## src/rtl/core/rxd_pkg.sv

```systemverilog
`timescale 1ns / 1ps
// ---------------------------------------------------------------------------
// rxd_pkg: shared types and constants of the run-length / XOR delta decoder
// Configuration codes, command and status bundles, palette lookup.
// ---------------------------------------------------------------------------
package rxd_pkg;

  localparam int CFG_W        = 10;  // widest configuration register
  localparam int CFG_ADDR_W   = 2;
  localparam int DIM_W        = 10;  // image_width / image_height
  localparam int COLOR_W      = 4;
  localparam int BYTE_W       = 8;
  localparam int HDR_W        = 2;
  localparam int RUN_W        = 8;
  localparam int PIX_W        = 32;
  localparam int CNT_W        = 3;
  localparam int PIX_PER_BEAT = 4;
  localparam int OUT_TDATA_W  = 136; // 4 x 32 + 3, padded to whole bytes

  // A byte above this value after a pending color is a run count.
  localparam logic [BYTE_W-1:0] RUN_THRESH = 8'h0F;
  localparam logic [BYTE_W-1:0] RUN_BIAS   = 8'h0E;
  localparam logic [7:0]        ALPHA_OPAQUE = 8'hFF;

  typedef enum logic [CFG_ADDR_W-1:0] {
    CFG_WIDTH        = 2'd0,
    CFG_HEIGHT       = 2'd1,
    CFG_TRANSP_EN    = 2'd2,
    CFG_TRANSP_COLOR = 2'd3
  } cfg_idx_t;

  typedef struct packed {
    logic [DIM_W-1:0]   width;
    logic [DIM_W-1:0]   height;
    logic               transp_en;
    logic [COLOR_W-1:0] transp_color;
  } rxd_cfg_t;

  // Controller to datapath.
  typedef struct packed {
    logic               restart;
    logic               pix_valid;
    logic [COLOR_W-1:0] pix_color;
    logic               pix_last;
  } rxd_cmd_t;

  // Datapath to controller.
  typedef struct packed {
    logic ready;  // a pixel request can be taken this cycle
    logic done;   // image finished
    logic halt;   // no pixel will be written (done or zero size)
  } rxd_status_t;

  function automatic logic [PIX_W-1:0] palette_rgba(input logic [COLOR_W-1:0] idx);
    logic [23:0] rgb;
    unique case (idx)
      4'd0:    rgb = 24'h000000;
      4'd1:    rgb = 24'hd43a48;
      4'd2:    rgb = 24'h916721;
      4'd3:    rgb = 24'he66f00;
      4'd4:    rgb = 24'h398238;
      4'd5:    rgb = 24'h686868;
      4'd6:    rgb = 24'h67df42;
      4'd7:    rgb = 24'hffff00;
      4'd8:    rgb = 24'h0c1ca2;
      4'd9:    rgb = 24'he628ff;
      4'd10:   rgb = 24'hb8b8b8;
      4'd11:   rgb = 24'hf3b3a2;
      4'd12:   rgb = 24'h2f3ee5;
      4'd13:   rgb = 24'h79a6de;
      4'd14:   rgb = 24'h58f4bf;
      default: rgb = 24'hffffff;
    endcase
    return {rgb, ALPHA_OPAQUE};
  endfunction

endpackage

```

## src/rtl/core/rxd_ram.sv

```systemverilog
`timescale 1ns / 1ps
// ---------------------------------------------------------------------------
// rxd_ram: generic simple dual-port RAM
// One write port, one read port with registered data (old data on collision).
// ---------------------------------------------------------------------------
module rxd_ram #(
  parameter int WIDTH = 4,
  parameter int DEPTH = 512
) (
  input  logic                     clk,
  input  logic                     we,
  input  logic [$clog2(DEPTH)-1:0] waddr,
  input  logic [WIDTH-1:0]         wdata,
  input  logic                     re,
  input  logic [$clog2(DEPTH)-1:0] raddr,
  output logic [WIDTH-1:0]         rdata
);

  logic [WIDTH-1:0] mem [DEPTH];

  always_ff @(posedge clk) begin
    if (we) begin
      mem[waddr] <= wdata;
    end
    if (re) begin
      rdata <= mem[raddr];
    end
  end

endmodule

```

## src/rtl/core/rxd_ctrl.sv

```systemverilog
`timescale 1ns / 1ps
// ---------------------------------------------------------------------------
// rxd_ctrl: byte parser and pixel sequencer
// Skip header, track the pending color, expand runs into pixel requests.
// ---------------------------------------------------------------------------
module rxd_ctrl #(
  parameter int HEADER_BYTES = 3
) (
  input  logic                        clk,
  input  logic                        rst_n,
  input  logic                        byte_valid,
  output logic                        byte_ready,
  input  logic [rxd_pkg::BYTE_W-1:0]  byte_data,
  input  logic                        byte_first,
  input  logic                        byte_last,
  output rxd_pkg::rxd_cmd_t           cmd,
  input  rxd_pkg::rxd_status_t        status
);

  typedef enum logic [1:0] {
    ST_IDLE = 2'b01,
    ST_RUN  = 2'b10
  } state_t;

  localparam logic [rxd_pkg::HDR_W-1:0] HDR_INIT = rxd_pkg::HDR_W'(HEADER_BYTES);

  state_t                         state_r, state_nxt;
  logic [rxd_pkg::HDR_W-1:0]      hdr_r, hdr_nxt;
  logic [rxd_pkg::COLOR_W-1:0]    pend_c_r, pend_c_nxt;
  logic                           pend_v_r, pend_v_nxt;
  logic [rxd_pkg::COLOR_W-1:0]    run_c_r, run_c_nxt;
  logic [rxd_pkg::RUN_W-1:0]      run_left_r, run_left_nxt;
  logic [rxd_pkg::COLOR_W-1:0]    tail_c_r, tail_c_nxt;
  logic                           tail_v_r, tail_v_nxt;

  logic                           accept;
  logic [rxd_pkg::HDR_W-1:0]      hdr_eff;
  logic [rxd_pkg::COLOR_W-1:0]    pend_c_eff;
  logic                           pend_v_eff;
  logic                           done_eff;
  logic                           cur_last;
  logic                           fire;

  assign byte_ready = (state_r == ST_IDLE);
  assign accept     = byte_valid && byte_ready;

  // A first byte restarts the image before it is parsed.
  assign hdr_eff    = byte_first ? HDR_INIT : hdr_r;
  assign pend_c_eff = byte_first ? '0 : pend_c_r;
  assign pend_v_eff = byte_first ? 1'b0 : pend_v_r;
  assign done_eff   = byte_first ? 1'b0 : status.done;

  assign cur_last = (run_left_r == '0) || ((run_left_r == rxd_pkg::RUN_W'(1)) && !tail_v_r);
  assign fire     = (state_r == ST_RUN) && !status.halt && status.ready;

  always_comb begin
    cmd.restart   = accept && byte_first;
    cmd.pix_valid = (state_r == ST_RUN) && !status.halt;
    cmd.pix_color = (run_left_r != '0) ? run_c_r : tail_c_r;
    cmd.pix_last  = cur_last;
  end

  always_comb begin
    state_nxt    = state_r;
    hdr_nxt      = hdr_r;
    pend_c_nxt   = pend_c_r;
    pend_v_nxt   = pend_v_r;
    run_c_nxt    = run_c_r;
    run_left_nxt = run_left_r;
    tail_c_nxt   = tail_c_r;
    tail_v_nxt   = tail_v_r;
    unique case (state_r)
      ST_IDLE: begin
        if (accept) begin
          hdr_nxt    = hdr_eff;
          pend_c_nxt = pend_c_eff;
          pend_v_nxt = pend_v_eff;
          if (hdr_eff != '0) begin
            hdr_nxt = hdr_eff - rxd_pkg::HDR_W'(1);
          end else if (!done_eff) begin
            run_c_nxt = pend_c_eff;
            if (pend_v_eff && (byte_data > rxd_pkg::RUN_THRESH)) begin
              run_left_nxt = byte_data - rxd_pkg::RUN_BIAS;
              tail_v_nxt   = 1'b0;
              pend_v_nxt   = 1'b0;
            end else begin
              run_left_nxt = pend_v_eff ? rxd_pkg::RUN_W'(1) : '0;
              pend_c_nxt   = byte_data[rxd_pkg::COLOR_W-1:0];
              tail_c_nxt   = byte_data[rxd_pkg::COLOR_W-1:0];
              // last flushes the new color right away
              tail_v_nxt   = byte_last;
              pend_v_nxt   = !byte_last;
            end
            if ((pend_v_eff) || byte_last) begin
              state_nxt = ST_RUN;
            end
          end
        end
      end
      ST_RUN: begin
        if (status.halt) begin
          // drop the rest of the run
          state_nxt = ST_IDLE;
        end else if (fire) begin
          if (run_left_r != '0) begin
            run_left_nxt = run_left_r - rxd_pkg::RUN_W'(1);
          end else begin
            tail_v_nxt = 1'b0;
          end
          if (cur_last) begin
            state_nxt = ST_IDLE;
          end
        end
      end
      default: state_nxt = ST_IDLE;
    endcase
  end

  always_ff @(posedge clk) begin
    if (!rst_n) begin
      state_r    <= ST_IDLE;
      hdr_r      <= HDR_INIT;
      pend_c_r   <= '0;
      pend_v_r   <= 1'b0;
      run_left_r <= '0;
      tail_v_r   <= 1'b0;
    end else begin
      state_r    <= state_nxt;
      hdr_r      <= hdr_nxt;
      pend_c_r   <= pend_c_nxt;
      pend_v_r   <= pend_v_nxt;
      run_left_r <= run_left_nxt;
      tail_v_r   <= tail_v_nxt;
    end
  end

  always_ff @(posedge clk) begin
    run_c_r  <= run_c_nxt;
    tail_c_r <= tail_c_nxt;
  end

endmodule

```

## src/rtl/core/rxd_datapath.sv

```systemverilog
`timescale 1ns / 1ps
// ---------------------------------------------------------------------------
// rxd_datapath: raster counters, line store, XOR delta, palette, packing
// Two stages: read the pixel above, then reconstruct, map and pack by four.
// ---------------------------------------------------------------------------
module rxd_datapath #(
  parameter int MAX_WIDTH  = 512,
  parameter int MAX_HEIGHT = 512
) (
  input  logic                              clk,
  input  logic                              rst_n,
  input  rxd_pkg::rxd_cfg_t                 cfg,
  input  rxd_pkg::rxd_cmd_t                 cmd,
  output rxd_pkg::rxd_status_t              status,
  output logic                              out_tvalid,
  input  logic                              out_tready,
  output logic [rxd_pkg::OUT_TDATA_W-1:0]   out_tdata,
  output logic                              out_tlast,
  output logic                              out_tuser
);

  localparam int COL_W = $clog2(MAX_WIDTH);
  localparam int ROW_W = $clog2(MAX_HEIGHT);
  localparam int WD_W  = ($clog2(MAX_WIDTH + 1) > rxd_pkg::DIM_W) ?
                         $clog2(MAX_WIDTH + 1) : rxd_pkg::DIM_W;
  localparam int HD_W  = ($clog2(MAX_HEIGHT + 1) > rxd_pkg::DIM_W) ?
                         $clog2(MAX_HEIGHT + 1) : rxd_pkg::DIM_W;
  localparam int CW    = rxd_pkg::COLOR_W;
  localparam int PW    = rxd_pkg::PIX_W;

  // effective image size
  logic [WD_W-1:0] w_ext, w_eff, col_inc;
  logic [HD_W-1:0] h_ext, h_eff, row_inc;
  logic            halt;
  logic            wrap_col, wrap_row;

  logic [COL_W-1:0] col_r, col_nxt;
  logic [ROW_W-1:0] row_r, row_nxt;
  logic             done_r, done_nxt;

  // stage 1
  logic             s1_valid_r, s1_valid_nxt;
  logic [COL_W-1:0] s1_col_r;
  logic             s1_xor_r;
  logic [CW-1:0]    s1_color_r;
  logic             s1_last_r;
  logic             s1_final_r;
  logic             s1_go, s1_adv;
  logic             pix_take;

  // write forwarding for back-to-back access to one column
  logic [COL_W-1:0] fw_addr_r;
  logic [CW-1:0]    fw_val_r;
  logic             fw_v_r;

  logic [CW-1:0]    ram_q;
  logic [CW-1:0]    above;
  logic [CW-1:0]    recon;
  logic [PW-1:0]    rgba;

  // packer
  logic [PW-1:0]    acc_r [3];
  logic [1:0]       acc_cnt_r, acc_cnt_nxt;
  logic             closes;
  logic             out_valid_r, out_valid_nxt;
  logic [PW-1:0]    out_pix_r [rxd_pkg::PIX_PER_BEAT];
  logic [rxd_pkg::CNT_W-1:0] out_cnt_r;
  logic             out_last_r;
  logic             out_final_r;

  assign w_ext   = WD_W'(cfg.width);
  assign h_ext   = HD_W'(cfg.height);
  assign w_eff   = (w_ext > WD_W'(MAX_WIDTH)) ? WD_W'(MAX_WIDTH) : w_ext;
  assign h_eff   = (h_ext > HD_W'(MAX_HEIGHT)) ? HD_W'(MAX_HEIGHT) : h_ext;
  assign halt    = done_r || (w_eff == '0) || (h_eff == '0);
  assign col_inc = WD_W'(col_r) + WD_W'(1);
  assign row_inc = HD_W'(row_r) + HD_W'(1);
  assign wrap_col = (col_inc >= w_eff);
  assign wrap_row = (row_inc >= h_eff);

  assign closes = s1_last_r || (acc_cnt_r == 2'd3);
  assign s1_go  = s1_valid_r && (!closes || !out_valid_r || out_tready);
  assign s1_adv = !s1_valid_r || s1_go;
  assign pix_take = cmd.pix_valid && s1_adv && !halt;

  always_comb begin
    status.ready = s1_adv;
    status.done  = done_r;
    status.halt  = halt;
  end

  // raster position advances at read issue
  always_comb begin
    col_nxt  = col_r;
    row_nxt  = row_r;
    done_nxt = done_r;
    if (cmd.restart) begin
      col_nxt  = '0;
      row_nxt  = '0;
      done_nxt = 1'b0;
    end else if (pix_take) begin
      if (wrap_col) begin
        col_nxt = '0;
        if (wrap_row) begin
          done_nxt = 1'b1;
        end else begin
          row_nxt = row_inc[ROW_W-1:0];
        end
      end else begin
        col_nxt = col_inc[COL_W-1:0];
      end
    end
  end

  assign s1_valid_nxt = s1_adv ? pix_take : s1_valid_r;

  rxd_ram #(
    .WIDTH (CW),
    .DEPTH (MAX_WIDTH)
  ) u_line_store (
    .clk   (clk),
    .we    (s1_go),
    .waddr (s1_col_r),
    .wdata (recon),
    .re    (pix_take),
    .raddr (col_r),
    .rdata (ram_q)
  );

  assign above = (fw_v_r && (fw_addr_r == s1_col_r)) ? fw_val_r : ram_q;
  assign recon = s1_xor_r ? (s1_color_r ^ above) : s1_color_r;
  assign rgba  = (cfg.transp_en && (cfg.transp_color == recon)) ? '0 :
                 rxd_pkg::palette_rgba(recon);

  assign acc_cnt_nxt   = !s1_go ? acc_cnt_r : (closes ? 2'd0 : acc_cnt_r + 2'd1);
  assign out_valid_nxt = (s1_go && closes) || (out_valid_r && !out_tready);

  always_ff @(posedge clk) begin
    if (!rst_n) begin
      col_r       <= '0;
      row_r       <= '0;
      done_r      <= 1'b0;
      s1_valid_r  <= 1'b0;
      fw_v_r      <= 1'b0;
      acc_cnt_r   <= '0;
      out_valid_r <= 1'b0;
    end else begin
      col_r       <= col_nxt;
      row_r       <= row_nxt;
      done_r      <= done_nxt;
      s1_valid_r  <= s1_valid_nxt;
      fw_v_r      <= fw_v_r || s1_go;
      acc_cnt_r   <= acc_cnt_nxt;
      out_valid_r <= out_valid_nxt;
    end
  end

  always_ff @(posedge clk) begin
    if (pix_take) begin
      s1_col_r   <= col_r;
      s1_xor_r   <= (row_r != '0);
      s1_color_r <= cmd.pix_color;
      // the image's final pixel also ends the byte's results
      s1_last_r  <= cmd.pix_last || (wrap_col && wrap_row);
      s1_final_r <= wrap_col && wrap_row;
    end
    if (s1_go) begin
      fw_addr_r <= s1_col_r;
      fw_val_r  <= recon;
      if (!closes) begin
        acc_r[acc_cnt_r] <= rgba;
      end else begin
        for (int j = 0; j < rxd_pkg::PIX_PER_BEAT; j++) begin
          if (j < int'(acc_cnt_r)) begin
            out_pix_r[j] <= acc_r[j % 3];
          end else if (j == int'(acc_cnt_r)) begin
            out_pix_r[j] <= rgba;
          end else begin
            out_pix_r[j] <= '0;
          end
        end
        out_cnt_r   <= rxd_pkg::CNT_W'(acc_cnt_r) + rxd_pkg::CNT_W'(1);
        out_last_r  <= s1_last_r;
        out_final_r <= s1_final_r;
      end
    end
  end

  assign out_tvalid = out_valid_r;
  assign out_tdata  = {5'd0, out_cnt_r, out_pix_r[3], out_pix_r[2],
                       out_pix_r[1], out_pix_r[0]};
  assign out_tlast  = out_last_r;
  assign out_tuser  = out_final_r;

endmodule

```

## src/rtl/core/rle_xor_delta_palette_decoder.sv

```systemverilog
`timescale 1ns / 1ps
// A byte with pixels to issue moves the parser to its run state, from which they issue;
//   a result reaches out_tvalid through the line store read register, then the map and
//   output register. Throughput: one pixel per cycle (single line store read port) while
//   the output register is not stalled by out_tready; the input is held while a byte's
//   run expands, so a new byte is taken only once the last pixel of that byte issues.
// Reset: synchronous, active low; clears parser, counters and output valid, not the line store.
// ---------------------------------------------------------------------------
// rle_xor_delta_palette_decoder: run-length image decoder with vertical XOR
// Expands RLE bytes to 4-bit pixels, undoes the row delta, maps to RGBA.
// ---------------------------------------------------------------------------
module rle_xor_delta_palette_decoder #(
  parameter int MAX_WIDTH    = 512,
  parameter int MAX_HEIGHT   = 512,
  parameter int HEADER_BYTES = 3
) (
  input  logic                                clk,
  input  logic                                rst_n,
  // input byte stream
  input  logic                                in_tvalid,
  output logic                                in_tready,
  input  logic [rxd_pkg::BYTE_W-1:0]          in_tdata,   // [7:0] compressed_byte
  input  logic                                in_tlast,   // last_byte
  input  logic                                in_tuser,   // [0] first_byte
  // pixel result stream
  output logic                                out_tvalid,
  input  logic                                out_tready,
  output logic [rxd_pkg::OUT_TDATA_W-1:0]     out_tdata,  // [31:0] pixel_a,
                                                          // [63:32] pixel_b,
                                                          // [95:64] pixel_c,
                                                          // [127:96] pixel_d,
                                                          // [130:128] valid_count,
                                                          // [135:131] zero
  output logic                                out_tlast,  // last_of_run
  output logic                                out_tuser,  // [0] image_complete
  // configuration writes
  input  logic                                cfg_we,
  input  logic [rxd_pkg::CFG_ADDR_W-1:0]      cfg_addr,
  input  logic [rxd_pkg::CFG_W-1:0]           cfg_wdata
);

  rxd_pkg::rxd_cfg_t    cfg_r, cfg_nxt;
  rxd_pkg::rxd_cmd_t    cmd;
  rxd_pkg::rxd_status_t status;

  // Configuration register file. The user writes it only while the decoder is idle (not
  // enforced here), so the datapath sees a stable size and palette setup for the whole image.
  always_comb begin
    cfg_nxt = cfg_r;
    if (cfg_we) begin
      unique case (cfg_addr)
        rxd_pkg::CFG_WIDTH:        cfg_nxt.width        = cfg_wdata[rxd_pkg::DIM_W-1:0];
        rxd_pkg::CFG_HEIGHT:       cfg_nxt.height       = cfg_wdata[rxd_pkg::DIM_W-1:0];
        rxd_pkg::CFG_TRANSP_EN:    cfg_nxt.transp_en    = cfg_wdata[0];
        rxd_pkg::CFG_TRANSP_COLOR: cfg_nxt.transp_color =
                                     cfg_wdata[rxd_pkg::COLOR_W-1:0];
        default:                   cfg_nxt = cfg_r;
      endcase
    end
  end

  always_ff @(posedge clk) begin
    if (!rst_n) begin
      cfg_r.width        <= rxd_pkg::DIM_W'(1);
      cfg_r.height       <= rxd_pkg::DIM_W'(1);
      cfg_r.transp_en    <= 1'b0;
      cfg_r.transp_color <= '0;
    end else begin
      cfg_r <= cfg_nxt;
    end
  end

  // Controller: parse header, pending color and run counts; issue one pixel
  // request per cycle while the datapath is ready and hold the input while a run expands.
  rxd_ctrl #(
    .HEADER_BYTES (HEADER_BYTES)
  ) u_ctrl (
    .clk        (clk),
    .rst_n      (rst_n),
    .byte_valid (in_tvalid),
    .byte_ready (in_tready),
    .byte_data  (in_tdata),
    .byte_first (in_tuser),
    .byte_last  (in_tlast),
    .cmd        (cmd),
    .status     (status)
  );

  // Datapath: raster counters, line store with write forwarding, XOR with the
  // row above, palette and transparency, packing by four into the output register.
  rxd_datapath #(
    .MAX_WIDTH  (MAX_WIDTH),
    .MAX_HEIGHT (MAX_HEIGHT)
  ) u_datapath (
    .clk        (clk),
    .rst_n      (rst_n),
    .cfg        (cfg_r),
    .cmd        (cmd),
    .status     (status),
    .out_tvalid (out_tvalid),
    .out_tready (out_tready),
    .out_tdata  (out_tdata),
    .out_tlast  (out_tlast),
    .out_tuser  (out_tuser)
  );

endmodule

```

## config.mk

```make
export PLATFORM = sky130hd
export DESIGN_NAME = rle_xor_delta_palette_decoder
export DESIGN_NICKNAME = d
export VERILOG_FILES = /design/src/rtl/core/rxd_pkg.sv /design/src/rtl/core/rxd_ram.sv /design/src/rtl/core/rxd_ctrl.sv /design/src/rtl/core/rxd_datapath.sv /design/src/rtl/core/rle_xor_delta_palette_decoder.sv
export SDC_FILE = /design/constraint.sdc
export NUM_CORES = 2
export LEC_CHECK = 0
export ABC_AREA = 1
export BUFFER_PORTS_ARGS = -buffer_cell sky130_fd_sc_hd__clkbuf_2
export CAP_MARGIN = 10
export CORE_ASPECT_RATIO = 1.75
export CORE_MARGIN = 2
export CORE_UTILIZATION = 46
export CTS_CLUSTER_SIZE = 28
export DETAILED_ROUTE_END_ITERATION = 7
export PLACE_DENSITY = 0.72
export SYNTH_ARGS = -nofsm -noshare
export SYNTH_HDL_FRONTEND = slang
export SYNTH_HIERARCHICAL = 1
export SYNTH_SLANG_ARGS = --single-unit
```

## constraint.sdc

```tcl
create_clock -name clk -period 8.9 [get_ports clk]
set_input_delay 0.445 -clock clk [delete_from_list [all_inputs] [get_ports clk]]
set_output_delay 0.445 -clock clk [all_outputs]
set_load 0.05 [all_outputs]
```

==> impl_metrics.json <==
{
  "cp_num_cells": 12,
  "drv_cap": 0,
  "wl_per_cell_um": 22.18,
  "synth_area_leaders": "edfxtp_1 70%, nand3_1 11%, nand2_1 9.4%",
  "crit_arrival_ns": 5.43,
  "cp_max_fo": 208,
  "yosysMostFrequentCell": "nand2_1",
  "grt_max_degree": 243,
  "drtAntennaViolNets": 0,
  "finClkSkew_ns": 0.05148,
  "gr-usage-all-layers_pct": 22.88,
  "cts_resized": 0,
  "final-setup-viol-count": 0,
  "dpl-instance-area_sq_mm": 0.1003,
  "grt_pass1_vias": 65165,
  "worst_r2r_startpoint": "u_datapath/col_r[0]$_SDFFE_PP0P_",
  "wl_mm": 256.2,
  "whs_ns": 0.05702,
  "drcViolationCount": 0,
  "seqPwrFrac_pct": 57.6,
  "crit_required_ns": 9.59,
  "synthToLayoutAreaGrowth_pct": 8.808,
  "switching_share_pct": 19.56,
  "viasPerCell": 5.704,
  "worst_slew_pin_slew_ns": 1.398,
  "synth_seq_cells": 2336,
  "layout.cells.non_filler": 11553,
  "finalNetCount": 8647,
  "clkTransAtPathRegs_ns": 0.07,
  "yosysWarnings": 6,
  "intPower_mw": 16.68,
  "slowest_stage": "buf_4",
  "ios": 167,
  "die_width_um": 352.9,
  "hpwl_mm": 148.6,
  "critical_path_buf_inv_count": 2,
  "hold_depth": 4,
  "regToRegEndpoint": "u_datapath/u_line_store/rdata[2]$_DFFE_PP_",
  "finalPower_mw": 20.73,
  "pre_cts_slack_ns": 4.543,
  "clk_latency_ns": 0.85,
  "final_core_util_pct": 50.25,
  "yosysTopAreaCell": "edfxtp_1",
  "status": "finished, final reports clean",
  "cts_max_level": 4,
  "clock-sinks": 2336,
  "syn_area_sq_mm": 0.09799,
  "synth_common_cells": "2451 x nand2_1, 2269 x edfxtp_1, 2108 x nand3_1, 676 x nor2_1, 280 x buf_2",
  "post_cts_buffers": 0,
  "critPathTopFamily": "simple AND/OR/NAND/NOR gates",
  "yosysSeqAreaShare_pct": 70.91,
  "cts_tree": "built",
  "worstSetupPathType": "flip-flop to flip-flop",
  "coreArea_sq_mm": 0.2122,
  "die_area_sq_mm": 0.2169,
  "vias": 65896,
  "overflow": 0,
  "fmax_ghz": 0.2109,
  "cp_common_cell": "nand3_1",
  "port-buffer-count": 161,
  "slew_viol_final": 0,
  "crit_path_start_kind": "flip-flop",
  "tns_ns": 0,
  "synth_cell_types": 46,
  "die_h_um": 614.6,
  "combinationalPowerShare_pct": 1.8,
  "min_period_ns": 4.742,
  "crit_chain": "buf_12 -> buf_4 -> nand2_1 -> nand3_1 -> nand3_1 -> nand3_1 -> nand3_1 -> nand3_1 -> nand3_1 -> nand3_1 -> nand3_1 -> nand2_1",
  "gp_congestion": 0.8691,
  "vdd_drop_max_mv": 0.1660,
  "worst_slack_ns": 4.158,
  "rsz0062_at_grt": "no",
  "dp_cells": 11191,
  "drive_above_1_share_pct": 7.253,
  "numCtsBuffers": 194,
  "min_from": "in_tvalid",
  "rr_worst_depth": 12,
  "grt_antenna_before_repair": 2,
  "p_leak_nw": 37.04,
  "cts_root_buffer": "clkbuf_16",
  "start_util_pct": 46.18,
  "crit_path_end_kind": "flip-flop",
  "ys_async_sr_fraction_pct": 0,
  "ff2ff_setup_slack_ns": 4.16,
  "grt_pass1_wl_mm": 379.5,
  "clk_path_buf_depth": 4,
  "synth_edf_count": 2269,
  "synthCells": 8718,
  "holdPathEnd": "u_ctrl/pend_c_r[3]$_SDFFE_PN0P_",
  "drtPass1Iterations": 7,
  "p_switching_mw": 4.055,
  "p_per_area_mw_per_mm2": 194.5,
  "relSlewSlack_pct": 6.795,
  "syn_avg_cell_area_sq_um": 11.24,
  "hold_path.class": "input port to flip-flop",
  "design_area_sq_mm": 0.1066,
  "synth_top_cell_area_share_pct": 69.54,
  "fin_crit_sh_pct": 53.28,
  "drtIter0Drc": 6619,
  "synth-main-ff-cell": "edfxtp_1",
  "max_stage_delay_ns": 0.95,
  "clkPwrFrac_pct": 40.7,
  "nFillCells": 17901,
  "rows": 224,
  "final-hold-violation-count": 0
}
[cell usage in the layout, fill, tap and decap left out, types with 6 or more instances in the layout]
cell	Yosys	routed
nand3_2	13	13
bufinv_16	0	19
clkbuf_2	0	162
nand3_1	2108	2108
nand4_1	17	17
buf_4	78	71
nand2_2	12	24
inv_6	0	6
inv_2	8	6
dfxtp_1	67	61
clkinv_1	0	33
clkinv_4	0	6
or2_2	7	7
a21oi_1	72	72
nor3_1	15	11
o21ai_2	14	15
nand2_1	2451	2436
nor2_2	7	11
clkbuf_16	0	197
xor2_1	11	11
clkinv_2	1	31
nor2_4	5	8
nor2_1	676	669
edfxtp_1	2269	2269
o21ai_1	24	23
o21ai_0	56	56
clkinvlp_4	0	8
clkbuf_1	141	37
nor4_1	6	6
dlygate4sd3_1	0	19
buf_12	0	13
nand2_4	6	7
inv_1	205	202
ha_1	39	39
[flip-flops by register name (all words and copies together) (netlist names), 2 cells and up]
name	cells
u_datapath/u_line_store/mem	2048
u_datapath/out_pix_r	100
u_datapath/acc_r	75
cfg_r	25
u_datapath/col_r	9
u_datapath/fw_addr_r	9
u_datapath/row_r	9
u_datapath/s1_col_r	9
u_ctrl/run_left_r	8
u_ctrl/pend_c_r	4
u_ctrl/run_c_r	4
u_ctrl/tail_c_r	4
u_datapath/fw_val_r	4
u_datapath/s1_color_r	4
u_datapath/u_line_store/rdata	4
u_datapath/out_cnt_r	3
u_ctrl/hdr_r	2
u_ctrl/state_r	2
u_datapath/acc_cnt_r	2
[power by group through the flow]
stage	Clock, mW	Sequential, mW	Combinational (mW)
floorplan	0	12.2	0.279
global placement	0	12.2	0.346
detailed placement	0	12.2	0.354
CTS	8.53	11.9	0.363
global route	8.90	11.9	0.407
finish	8.43	11.9	0.367
[worst max-delay path by stage]
stage,from,endpoint,slack (ns)
2_1_floorplan,u_datapath/s1_col_r[6]$_DFFE_PP_,u_datapath/out_pix_r[1][25]$_SDFFCE_PP0P_,2.03
3_3_place_gp,u_datapath/col_r[0]$_SDFFE_PP0P_,u_datapath/u_line_store/rdata[1]$_DFFE_PP_,4.61
3_5_place_dp,u_datapath/col_r[0]$_SDFFE_PP0P_,u_datapath/u_line_store/rdata[1]$_DFFE_PP_,4.54
4_1_cts,u_datapath/col_r[0]$_SDFFE_PP0P_,u_datapath/u_line_store/rdata[2]$_DFFE_PP_,4.50
5_1_grt,u_datapath/col_r[0]$_SDFFE_PP0P_,u_datapath/u_line_store/rdata[2]$_DFFE_PP_,4.04
6_report,u_datapath/col_r[0]$_SDFFE_PP0P_,u_datapath/u_line_store/rdata[2]$_DFFE_PP_,4.16
[timing repair]
item | 4_1_cts | 5_1_grt
hold buffers | 19 | 0
hold endpoints to repair | 33 | 0
endpoints found under the setup margin | 0 | 0
[logic make-up (layout without fill, tap and decap cells)]
logic type	after synthesis	count (layout)	share of synthesized area [%]
AOI/OAI and AO/OA	177	177	0.9960
and+or+nand+nor	5329	5329	23.45
muxes	4	4	0.04597
xor gates and xnor gates	16	16	0.1430
buffers and inverters	816	821	3.957
other	1	6	0.003827
adders and majority gates	39	39	0.4980
DFF	2336	2336	70.91
[final cells by class]
class / instances / area, sq um / area share [%]
Clock buffer: 237 / 5101 / 4.785
Timing Repair Buffer: 264 / 1789 / 1.678
Inverter: 215 / 857.1 / 0.8039
Antenna cell: 1 / 2.502 / 0.002347
Multi-Input combinational cell: 5570 / 24770 / 23.24
Clock inverter: 105 / 1062 / 0.9964
Tap cell: 2825 / 3535 / 3.315
Sequential cell: 2336 / 69500 / 65.18
[layer usage]
metal	track usage, %	vias up	wire length [um]
met5	0	-	0
met4	16.85	0	21190
met3	2.609	843	17670
met2	41.36	3134	131500
met1	24.56	31835	85850
li1	-	30084	-
[worst register-to-register path: cells and delay by family (launching register included)]
kind,cells,cell delay [ns]
buffers and inverters,2,1.97
AND/OR/NAND/NOR,10,1.68
flip-flops,1,0.94
Note: power is estimated with default switching activity, not from simulation.
